File: src/cdeq_pkg.sv
package cdeq_pkg;

  localparam int DEPTH = 16;
  localparam int IDX_W = (DEPTH > 1) ? $clog2(DEPTH) : 1;
  localparam int CNT_W = $clog2(DEPTH + 1);

  typedef logic [IDX_W-1:0] idx_t;
  typedef logic [CNT_W-1:0] cnt_t;

  localparam logic [2:0] KIND_PUSH_FRONT = 3'd0;
  localparam logic [2:0] KIND_PUSH_BACK  = 3'd1;
  localparam logic [2:0] KIND_POP_FRONT  = 3'd2;
  localparam logic [2:0] KIND_POP_BACK   = 3'd3;
  localparam logic [2:0] KIND_SEARCH     = 3'd4;
  localparam logic [2:0] KIND_DUMP       = 3'd5;

  localparam logic [1:0] ST_OK       = 2'd0;
  localparam logic [1:0] ST_FULL     = 2'd1;
  localparam logic [1:0] ST_EMPTY    = 2'd2;
  localparam logic [1:0] ST_NOTFOUND = 2'd3;

  typedef enum logic [2:0] {
    CELL_HOLD,
    CELL_TAKE_LEFT,
    CELL_TAKE_RIGHT,
    CELL_WRITE,
    CELL_ROTATE
  } cell_mode_t;

  typedef struct packed {
    cell_mode_t         mode;
    cnt_t               count;
    logic signed [31:0] value;
  } cell_ctl_t;

endpackage

File: src/cdeq_cell.sv
module cdeq_cell (
  input  logic                clk,
  input  cdeq_pkg::cell_ctl_t ctl,
  input  cdeq_pkg::idx_t      idx,
  input  logic signed [31:0]  left_d,
  input  logic signed [31:0]  right_d,
  input  logic signed [31:0]  head_d,
  output logic signed [31:0]  q
);
  import cdeq_pkg::*;

  cnt_t idx_ext;
  cnt_t idx_inc;

  assign idx_ext = cnt_t'(idx);
  assign idx_inc = idx_ext + cnt_t'(1);

  // rotate: the occupied prefix turns left by one, the head wrapping to the tail
  always_ff @(posedge clk) begin
    case (ctl.mode)
      CELL_TAKE_LEFT: q <= left_d;
      CELL_TAKE_RIGHT: q <= right_d;
      CELL_WRITE: begin
        if (idx_ext == ctl.count) q <= ctl.value;
      end
      CELL_ROTATE: begin
        if (idx_inc < ctl.count) q <= right_d;
        else if (idx_inc == ctl.count) q <= head_d;
      end
      default: ;
    endcase
  end

endmodule

File: src/circular_deque_with_search.sv
// Bounded deque of DEPTH signed 32-bit values held in a row of cells, front
// in the first cell. An operation is taken when start is high and busy low.
// Pushes and pops each give a single result, which strobes on the following
// cycle. Search and dump walk the N stored elements: the occupied cells
// turn round once, one element past the head per cycle, with busy high
// throughout. Dump gives one result per cycle, front to back, the final
// one flagged by last; search gives one result after the walk. Results
// are valid for the single cycle that strobe is high; there is no stall.
module circular_deque_with_search (
  input  logic                        clk,
  input  logic                        rst,
  input  logic                        start,
  output logic                        busy,
  input  logic [2:0]                  kind,
  input  logic signed [31:0]          value,
  output logic                        strobe,
  output logic [1:0]                  status,
  output logic signed [31:0]          element,
  output cdeq_pkg::cnt_t              position,
  output cdeq_pkg::cnt_t              occupancy,
  output logic                        last
);
  import cdeq_pkg::*;

  typedef enum logic {S_IDLE, S_WALK} state_t;

  state_t             state;
  cnt_t               count;
  logic signed [31:0] key;
  idx_t               k;
  logic               found;
  cnt_t               pos;
  logic               dump;

  cell_ctl_t          ctl;
  logic signed [31:0] cell_q [DEPTH];
  logic signed [31:0] head;
  logic               full;
  logic               empty;
  cnt_t               k_inc;
  logic               is_end;
  logic               match;

  assign busy   = (state != S_IDLE);
  assign head   = cell_q[0];
  assign full   = (count == cnt_t'(DEPTH));
  assign empty  = (count == '0);
  assign k_inc  = cnt_t'(k) + cnt_t'(1);
  assign is_end = (k_inc == count);
  assign match  = (head == key);

  always_comb begin
    ctl.mode  = CELL_HOLD;
    ctl.count = count;
    ctl.value = value;
    if (state == S_WALK) begin
      ctl.mode = CELL_ROTATE;
    end else if (start) begin
      case (kind)
        KIND_PUSH_FRONT: if (!full) ctl.mode = CELL_TAKE_LEFT;
        KIND_PUSH_BACK:  if (!full) ctl.mode = CELL_WRITE;
        KIND_POP_FRONT:  if (!empty) ctl.mode = CELL_TAKE_RIGHT;
        default: ;
      endcase
    end
  end

  for (genvar i = 0; i < DEPTH; i++) begin : g_cell
    logic signed [31:0] left_d;
    logic signed [31:0] right_d;
    if (i == 0) begin : g_first
      assign left_d = value;
    end else begin : g_mid_l
      assign left_d = cell_q[i-1];
    end
    if (i == DEPTH - 1) begin : g_last
      assign right_d = cell_q[i];
    end else begin : g_mid_r
      assign right_d = cell_q[i+1];
    end
    cdeq_cell u_cell (
      .clk     (clk),
      .ctl     (ctl),
      .idx     (idx_t'(i)),
      .left_d  (left_d),
      .right_d (right_d),
      .head_d  (head),
      .q       (cell_q[i])
    );
  end

  always_ff @(posedge clk) begin
    if (rst) begin
      state  <= S_IDLE;
      count  <= '0;
      strobe <= 1'b0;
    end else begin
      strobe <= 1'b0;
      case (state)
        S_IDLE: begin
          if (start) begin
            element  <= '0;
            position <= '0;
            last     <= 1'b1;
            case (kind)
              KIND_PUSH_FRONT, KIND_PUSH_BACK: begin
                strobe <= 1'b1;
                if (full) begin
                  status    <= ST_FULL;
                  occupancy <= count;
                end else begin
                  status    <= ST_OK;
                  count     <= count + cnt_t'(1);
                  occupancy <= count + cnt_t'(1);
                end
              end
              KIND_POP_FRONT, KIND_POP_BACK: begin
                strobe <= 1'b1;
                if (empty) begin
                  status    <= ST_EMPTY;
                  occupancy <= count;
                end else begin
                  status    <= ST_OK;
                  count     <= count - cnt_t'(1);
                  occupancy <= count - cnt_t'(1);
                end
              end
              KIND_SEARCH, KIND_DUMP: begin
                if (empty) begin
                  strobe    <= 1'b1;
                  status    <= ST_EMPTY;
                  occupancy <= count;
                end else begin
                  state <= S_WALK;
                  dump  <= (kind == KIND_DUMP);
                  key   <= value;
                  k     <= '0;
                  found <= 1'b0;
                  pos   <= '0;
                end
              end
              default: ;
            endcase
          end
        end
        S_WALK: begin
          k         <= k + idx_t'(1);
          occupancy <= count;
          if (dump) begin
            strobe   <= 1'b1;
            status   <= ST_OK;
            element  <= head;
            position <= '0;
            last     <= is_end;
          end else begin
            if (!found && match) begin
              found <= 1'b1;
              pos   <= k_inc;
            end
            if (is_end) begin
              strobe  <= 1'b1;
              element <= '0;
              last    <= 1'b1;
              if (found) begin
                status   <= ST_OK;
                position <= pos;
              end else if (match) begin
                status   <= ST_OK;
                position <= k_inc;
              end else begin
                status   <= ST_NOTFOUND;
                position <= '0;
              end
            end
          end
          if (is_end) state <= S_IDLE;
        end
        default: state <= S_IDLE;
      endcase
    end
  end

endmodule
File: config.mk
export PLATFORM = sky130hd
export DESIGN_NAME = circular_deque_with_search
export DESIGN_NICKNAME = d
export VERILOG_FILES = /design/src/cdeq_pkg.sv /design/src/cdeq_cell.sv /design/src/circular_deque_with_search.sv
export SDC_FILE = /design/constraint.sdc
export NUM_CORES = 1
export LEC_CHECK = 0
export BUFFER_PORTS_ARGS = -buffer_cell sky130_fd_sc_hd__buf_4
export CAP_MARGIN = 25
export CORE_ASPECT_RATIO = 0.9
export CORE_MARGIN = 3
export CORE_UTILIZATION = 45
export CTS_CLUSTER_DIAMETER = 30
export DETAILED_ROUTE_END_ITERATION = 8
export SLEW_MARGIN = 10
export SYNTH_ARGS = -nofsm -noshare
export SYNTH_HDL_FRONTEND = slang
export SYNTH_SLANG_ARGS = --single-unit
File: constraint.sdc
create_clock -name clk -period 5.98 [get_ports clk]
set_input_delay 0.598 -clock clk [delete_from_list [all_inputs] [get_ports clk]]
set_output_delay 0.598 -clock clk [all_outputs]
set_load 0.005 [all_outputs]
## Word level (Yosys, flattened, before mapping)

Cells that the tools add are included.

- Bitwise logic cells: 3
- Multiplexer cells: 127
- Eq/ne operators: 69
- Order comparisons: 16
- $add $sub $neg: 4
- Reduce and logical (&&, ||, !) cells: 34

Operators with widths:

| cell | number |
|---|---|
| $pmux 32 s4 | 15 |
| $mux 32 | 50 |
| $pmux 32 s3 | 1 |
| $mux 5 | 14 |
| $pmux 32 s2 | 1 |
| $reduce_and 3->1 | 17 |
| $ne 3x1->1 const B | 15 |
| $eq 4x5->1 const A | 8 |
| $lt 4x5->1 const A | 8 |
| $pmux 5 s2 | 4 |
| $ne 2x1->1 const B | 19 |
| $eq 32x32->1 | 1 |
| $eq 3x5->1 const A | 4 |
| $lt 3x5->1 const A | 4 |
| $mux 2 | 10 |
| $mux 1 | 18 |
| $pmux 5 s3 | 1 |
| $eq 3x2->1 const B | 4 |
| $mux 4 | 3 |
| $pmux 2 s3 | 2 |
| $reduce_and 4->1 | 3 |
| $eq 2x5->1 const A | 2 |
| $lt 2x5->1 const A | 2 |
| $ne 2x2->1 const B | 5 |
| 30 further kinds | 42 |

- Word-level logic and storage cells: 282
- Flip-flop bits (word level): 607
- Output and inout port bits: 47
- Input port bits: 38

## Depth between registers and ports, before layout

- Word-level depth: 8
- Depth in mapped cells: 14
- Gate-level depth less buffers: 7

## Hierarchy

Synthesis repeated with hierarchy kept, for this count alone.

- Cells, all modules: 5,281
- Area, all modules: 54,033.1 um^2

Modules (own cells, without submodules):

| module | area an instance (um^2) | cells an instance | instances | seq. area each (um^2) |
|---|---|---|---|---|
| cdeq_cell (g_cell[1].u_cell ...) | 3,293.2 | 339 | 8 | 960.9 |
| cdeq_cell (g_cell[10].u_cell ...) | 2,855.2 | 269 | 6 | 960.9 |
| circular_deque_with_search | 4,401.7 | 347 | 1 | 2,782.7 |
| cdeq_cell (g_cell[0].u_cell) | 3,308.2 | 339 | 1 | 960.9 |
| cdeq_cell (g_cell[9].u_cell) | 2,846.5 | 269 | 1 | 960.9 |

## Worst setup path before layout

No wires, ideal clock.

- Path kind: register to register
- Start point: register count[1]
- End point: register g_cell[6].u_cell.q[0] (enable)
- Data arrival time: 5.193 ns
- Buffers on the path: 4
- Library setup time: 0.501 ns
- Data required time: 5.479 ns
- Clock period less this slack: 5.694 ns
- Path slack: 0.286 ns
- Cell stages (with the launch flop): 11
- Path through: dfxtp_1 -> buf_2 -> buf_1 -> inv_1 -> ha_1 -> buf_2 -> and4bb_1 -> buf_6 -> o32ai_1 -> a21oi_1 -> nor4_1

- Cells in the longest elaborated chain, start to end: 8
- Elaborated cells on any way between the ends: 19
- Those cells by class: order compare: 1; eq/ne: 9; mux: 6; reduce/logical: 3

Ends and longest elaborated chain:

| element | line | RTL |
|---|---|---|
| start: declaration | circular_deque_with_search.sv:28 | `cnt_t count;` |
| start signal: assignment | circular_deque_with_search.sv:113 | `count <= count + cnt_t'(1);` |
| start signal: assignment | circular_deque_with_search.sv:124 | `count <= count - cnt_t'(1);` |
| $eq 5x5->1 / $logic_not 5->1 (equally long branches) | circular_deque_with_search.sv:46, circular_deque_with_search.sv:47 |  |
| $mux 2, or another cell as far along | circular_deque_with_search.sv:61 | `KIND_PUSH_BACK: if (!full) ctl.mode = CELL_WRITE;` |
| $pmux 2 s3 | circular_deque_with_search.sv:59 | `case (kind)` |
| $mux 2 | circular_deque_with_search.sv:58 | `end else if (start) begin` |
| $mux 3 | circular_deque_with_search.sv:56 | `if (state == S_WALK) begin` |
| $eq 3x3->1, or another cell as far along | cdeq_cell.sv:20 | `case (ctl.mode)` |
| $ne 3x1->1 (no source line), or another cell as far along | -- |  |
| $reduce_and 3->1 (no source line) (*) | -- |  |
| end signal: assignment | cdeq_cell.sv:21 | `CELL_TAKE_LEFT: q <= left_d;` |
| end signal: assignment | cdeq_cell.sv:22 | `CELL_TAKE_RIGHT: q <= right_d;` |
| end signal: assignment | cdeq_cell.sv:24 | `if (idx_ext == ctl.count) q <= ctl.value;` |
| end: declaration | cdeq_cell.sv:8 | `output logic signed [31:0] q` |

Mark *: on every way between the ends. The rest lies on a longest branch, timed or not.
A chain may end at the register's enable or synchronous reset.

## Worst setup path after layout

- Start point: register count[1]
- End point: register g_cell[3].u_cell.q[27] (enable)

- Cells in the longest elaborated chain, start to end: 8
- Elaborated cells on any way between the ends: 19
- Those cells by class: order compare: 1; eq/ne: 9; mux: 6; reduce/logical: 3

Ends and longest elaborated chain:

| element | line |
|---|---|
| $eq 5x5->1 / $logic_not 5->1 (equally long branches) | circular_deque_with_search.sv:46, circular_deque_with_search.sv:47 |
| $mux 2, or another cell as far along | circular_deque_with_search.sv:61 |
| $pmux 2 s3 | circular_deque_with_search.sv:59 |
| $mux 2 | circular_deque_with_search.sv:58 |
| $mux 3 | circular_deque_with_search.sv:56 |
| $eq 3x3->1, or another cell as far along | cdeq_cell.sv:20 |
| $ne 3x1->1 (no source line), or another cell as far along | -- |
| $reduce_and 3->1 (no source line) (*) | -- |
| end signal: assignment | cdeq_cell.sv:21 |
| end signal: assignment | cdeq_cell.sv:22 |
| end signal: assignment | cdeq_cell.sv:24 |
| end: declaration | cdeq_cell.sv:8 |

Marked as above.

==> run metrics <==
Critical Setup Path Class flop to flop; switch share 0.270; Resize count post-CTS 0; R2R Path End g_cell[3].u_cell.q[27]; clk sink count 607; core region area 74000 um2; total nets after synthesis 3261; commonest register cell after synthesis sky130_fd_sc_hd__edfxtp_1; number of buffers inserted to repair setup after CTS 0; Peak VDD IR about 0.00028 V; number of buffers created by CTS 140; library cell with the highest instance count after synthesis sky130_fd_sc_hd__nand2_1; clock-pin slew on the worst setup and hold paths 0.05 ns; Post-synth top cells 675 x sky130_fd_sc_hd__nand2_1, 600 x sky130_fd_sc_hd__edfxtp_1, 203 x sky130_fd_sc_hd__a221oi_1, 203 x sky130_fd_sc_hd__mux2_2, 194 x sky130_fd_sc_hd__nor2_1; detailed-route via count 28100; Hold Vio Cnt, Final 0; required time worst endpoint 6.32 ns; remaining antenna violation count after routing 0; RSZ-0062 raised after global routing false; distinct cell type count after synthesis just under 80; CTS H-tree depth 4; largest net degree at the start of global routing 198; drt pass-1 iters 6; final routed wire length divided by cell count approximately 27 um; Critical Path AT 4.66 ns; fraction of the cycle the final worst path needs 0.723; number of buffers on the longest clock path 3; total congestion overflow after global routing 0; Leakage Power 0.0150 uW; status completed; CP Max Fanout 22; Psw 4000 uW; Yosys top cell by area sky130_fd_sc_hd__edfxtp_1; number of buffers inserted for hold repair after clock tree synthesis 0; top cell type's share of synthesized area 0.530; Worst R2R Path Depth 7; proportion of layout cells with a drive suffix above 1 0.186; start point of the critical path count[1]; overall die width 296 um; P per Cell Area roughly 370 nW/um2; timing endpoint of the critical path g_cell[3].u_cell.q[27]; startpoint of the lowest-slack register-to-register path count[1]; slack of the worst reg-to-reg path 1.65 ns; via density per instance ~6.6; Combinational Power Share 0.125; synth top area cells sky130_fd_sc_hd__edfxtp_1 53%, sky130_fd_sc_hd__nand2_1 7.4%, sky130_fd_sc_hd__mux2_2 6.7%; maxcap violations 0; Hold Path Class input port to flop; clock period minus worst slack 4.33 ns; layout overhead on the synthesized area 17.2%; Port Buffers 84; met2 Resource Use GR 0.440; maximum clock skew at final layout 0.0364 ns; antenna violations before repair 3; number of inserted filler cells in the final layout 6336; global placer's final weighted congestion about 0.85; internal power of the cells approximately 11000 uW; Post-Syn Instances 3213; Netlist Area Pre-Place 34000 um2; share of the yosys chip area belonging to registers 0.534; clock share of power 0.505; Top Usage Layer GRT met2; vias in the first global route ~27000; Initial Utilization 0.460; share of synthesized flip-flops with an asynchronous set or reset 0; flip-flop and latch count after synthesis between 600 and 700; worst relative slew slack 0.209; final wirelength 115000 um; summed negative setup slack over all endpoints 0 ns; clock root buffer sky130_fd_sc_hd__clkbuf_16; least setup slack across all paths after layout 1.65 ns; routing usage on met1 0.395; global-route wire length before repair 172000 um; TritonCTS clock tree done; yosys warns 0; launching element type of the critical path flop; GRT Overall Usage 0.288; insertion delay to the later sink of the worst-skew pair 0.72 ns; Final setup viols 0; Mapped Avg Cell Area 10.6 um2; initial detailed-routing violation count 3154; die height 267 um; actual slew at the worst max-slew pin 1.19 ns; DRC violation count after routing 0; GR Layer Usage met3 0.0572; share of total power in sequential cells 0.370; cell row count 94; Post-Place Worst Slack approximately 1.7 ns; I/O Pins 85; max-slew violations 0; nets@finish around 3200; kind of capture point of the worst setup path flop; hpwl dp ~65000 um; number of flops mapped to enable cells by yosys 600; die area 78900 um2; fmax 231 MHz
[sequential cells by signal (all words and copies together), names as in the netlist]
| register | flops |
|---|---|
| busy | 1 |
| count | 5 |
| dump | 1 |
| element | 32 |
| found | 1 |
| g_cell.u_cell.q | 512 |
| k | 4 |
| key | 32 |
| last | 1 |
| occupancy | 5 |
| pos | 5 |
| position | 5 |
| status | 2 |
| strobe | 1 |
[placed cells by master, fill, tap and decap left out, types with 5 or more instances in the layout]
cell type | Yosys | final
sky130_fd_sc_hd__a221oi_1 | 203 | 200
sky130_fd_sc_hd__bufinv_16 | 0 | 14
sky130_fd_sc_hd__buf_12 | 0 | 6
sky130_fd_sc_hd__dfxtp_1 | 7 | 5
sky130_fd_sc_hd__a22oi_1 | 19 | 19
sky130_fd_sc_hd__clkinvlp_4 | 0 | 9
sky130_fd_sc_hd__a211oi_1 | 20 | 16
sky130_fd_sc_hd__nor4_1 | 8 | 6
sky130_fd_sc_hd__clkbuf_1 | 144 | 28
sky130_fd_sc_hd__nand4_1 | 7 | 7
sky130_fd_sc_hd__xor2_1 | 11 | 11
sky130_fd_sc_hd__nand3_1 | 160 | 160
sky130_fd_sc_hd__o22a_1 | 15 | 15
sky130_fd_sc_hd__nor2_4 | 0 | 7
sky130_fd_sc_hd__clkinv_1 | 0 | 19
sky130_fd_sc_hd__clkbuf_16 | 0 | 141
sky130_fd_sc_hd__a21o_1 | 7 | 5
sky130_fd_sc_hd__ha_1 | 10 | 10
sky130_fd_sc_hd__mux2i_1 | 71 | 71
sky130_fd_sc_hd__o21ai_0 | 73 | 72
sky130_fd_sc_hd__a2bb2oi_1 | 11 | 11
sky130_fd_sc_hd__and3_1 | 35 | 35
sky130_fd_sc_hd__and2_1 | 36 | 36
sky130_fd_sc_hd__a31oi_1 | 102 | 102
sky130_fd_sc_hd__nor2_1 | 194 | 186
sky130_fd_sc_hd__nand2_1 | 675 | 674
sky130_fd_sc_hd__mux2_2 | 203 | 203
sky130_fd_sc_hd__o211ai_1 | 8 | 8
sky130_fd_sc_hd__clkinv_8 | 0 | 5
sky130_fd_sc_hd__inv_1 | 10 | 9
sky130_fd_sc_hd__mux2_1 | 36 | 36
sky130_fd_sc_hd__clkinv_2 | 0 | 28
sky130_fd_sc_hd__xnor2_1 | 28 | 28
sky130_fd_sc_hd__edfxtp_1 | 600 | 600
sky130_fd_sc_hd__nor3_1 | 15 | 12
sky130_fd_sc_hd__buf_4 | 15 | 144
sky130_fd_sc_hd__a21oi_1 | 188 | 185
sky130_fd_sc_hd__a221o_1 | 74 | 74
[metrics by stage]
| step | utilization | hold WS (ns) | std cells | area [um2] | total power, uW |
|---|---|---|---|---|---|
| global placement | 0.476 | 0.520 | 4005 | 35200 | 7290 |
| finish | 0.539 | 0.0936 | 4266 | 39900 | 14800 |
| detailed placement | 0.476 | 0.520 | 4005 | 35200 | 7350 |
| floorplan | - | 0.449 | 3213 | 34000 | 6700 |
| CTS | 0.538 | 0.0517 | 4261 | 39800 | 14900 |
| global route | 0.539 | 0.0673 | 4265 | 39900 | 15300 |
[critical path, cell delays in order, from the launching register on]
cell	delay, ns
sky130_fd_sc_hd__dfxtp_1	0.84
sky130_fd_sc_hd__inv_1	0.23
sky130_fd_sc_hd__ha_1	0.36
sky130_fd_sc_hd__and4bb_1	0.38
sky130_fd_sc_hd__o32ai_1	0.46
sky130_fd_sc_hd__a21oi_4	0.33
sky130_fd_sc_hd__a311oi_4	0.81
sky130_fd_sc_hd__buf_4	0.51
[layout make-up]
class | count | area [um2] | area share
Clock inverter | 87 | 995 | 0.0250
Tap cell | 960 | 1200 | 0.0301
Timing Repair Buffer | 151 | 1210 | 0.0304
Multi-Input combinational cell | 2279 | 14600 | 0.366
Antenna cell | 3 | 7.51 | 0.000188
Clock buffer | 169 | 3630 | 0.0912
Inverter | 10 | 40.0 | 0.00100
Sequential cell | 607 | 18200 | 0.456
[layer usage]
layer	up-vias	part of all wire
li1	12200	-
met2	1624	0.45
met1	13900	0.41
met3	305	0.091
met4	0	0.044
met5	-	0
[worst min path at each step]
stage,startpoint,endpoint,depth (start not counted)
floorplan,busy,found,0
global placement,pos[4],position[4],2
detailed placement,pos[3],position[3],2
CTS,value[10],key[10],1
global route,value[10],key[10],1
finish,value[10],key[10],1
[kinds of logic after synthesis]
| logic type | Yosys count | synth area share |
|---|---|---|
| and+or+nand+nor | 1151 | 0.143 |
| AOI/OAI and AO/OA | 768 | 0.163 |
| DFF | 607 | 0.534 |
| buffers and inverters | 327 | 0.0461 |
| muxes | 310 | 0.100 |
| xor gates and xnor gates | 40 | 0.0107 |
| adders and majority gates | 10 | 0.00368 |
[power by group through the flow]
stage	sequential (uW)	clock, uW	combinational, uW
after global placement	5520	0	1770
after global routing	5520	7800	1980
after detailed placement	5540	0	1810
after CTS	5470	7560	1820
after floorplan	5420	0	1280
final	5480	7480	1840
No activity file was read; power rests on OpenSTA's default activity.
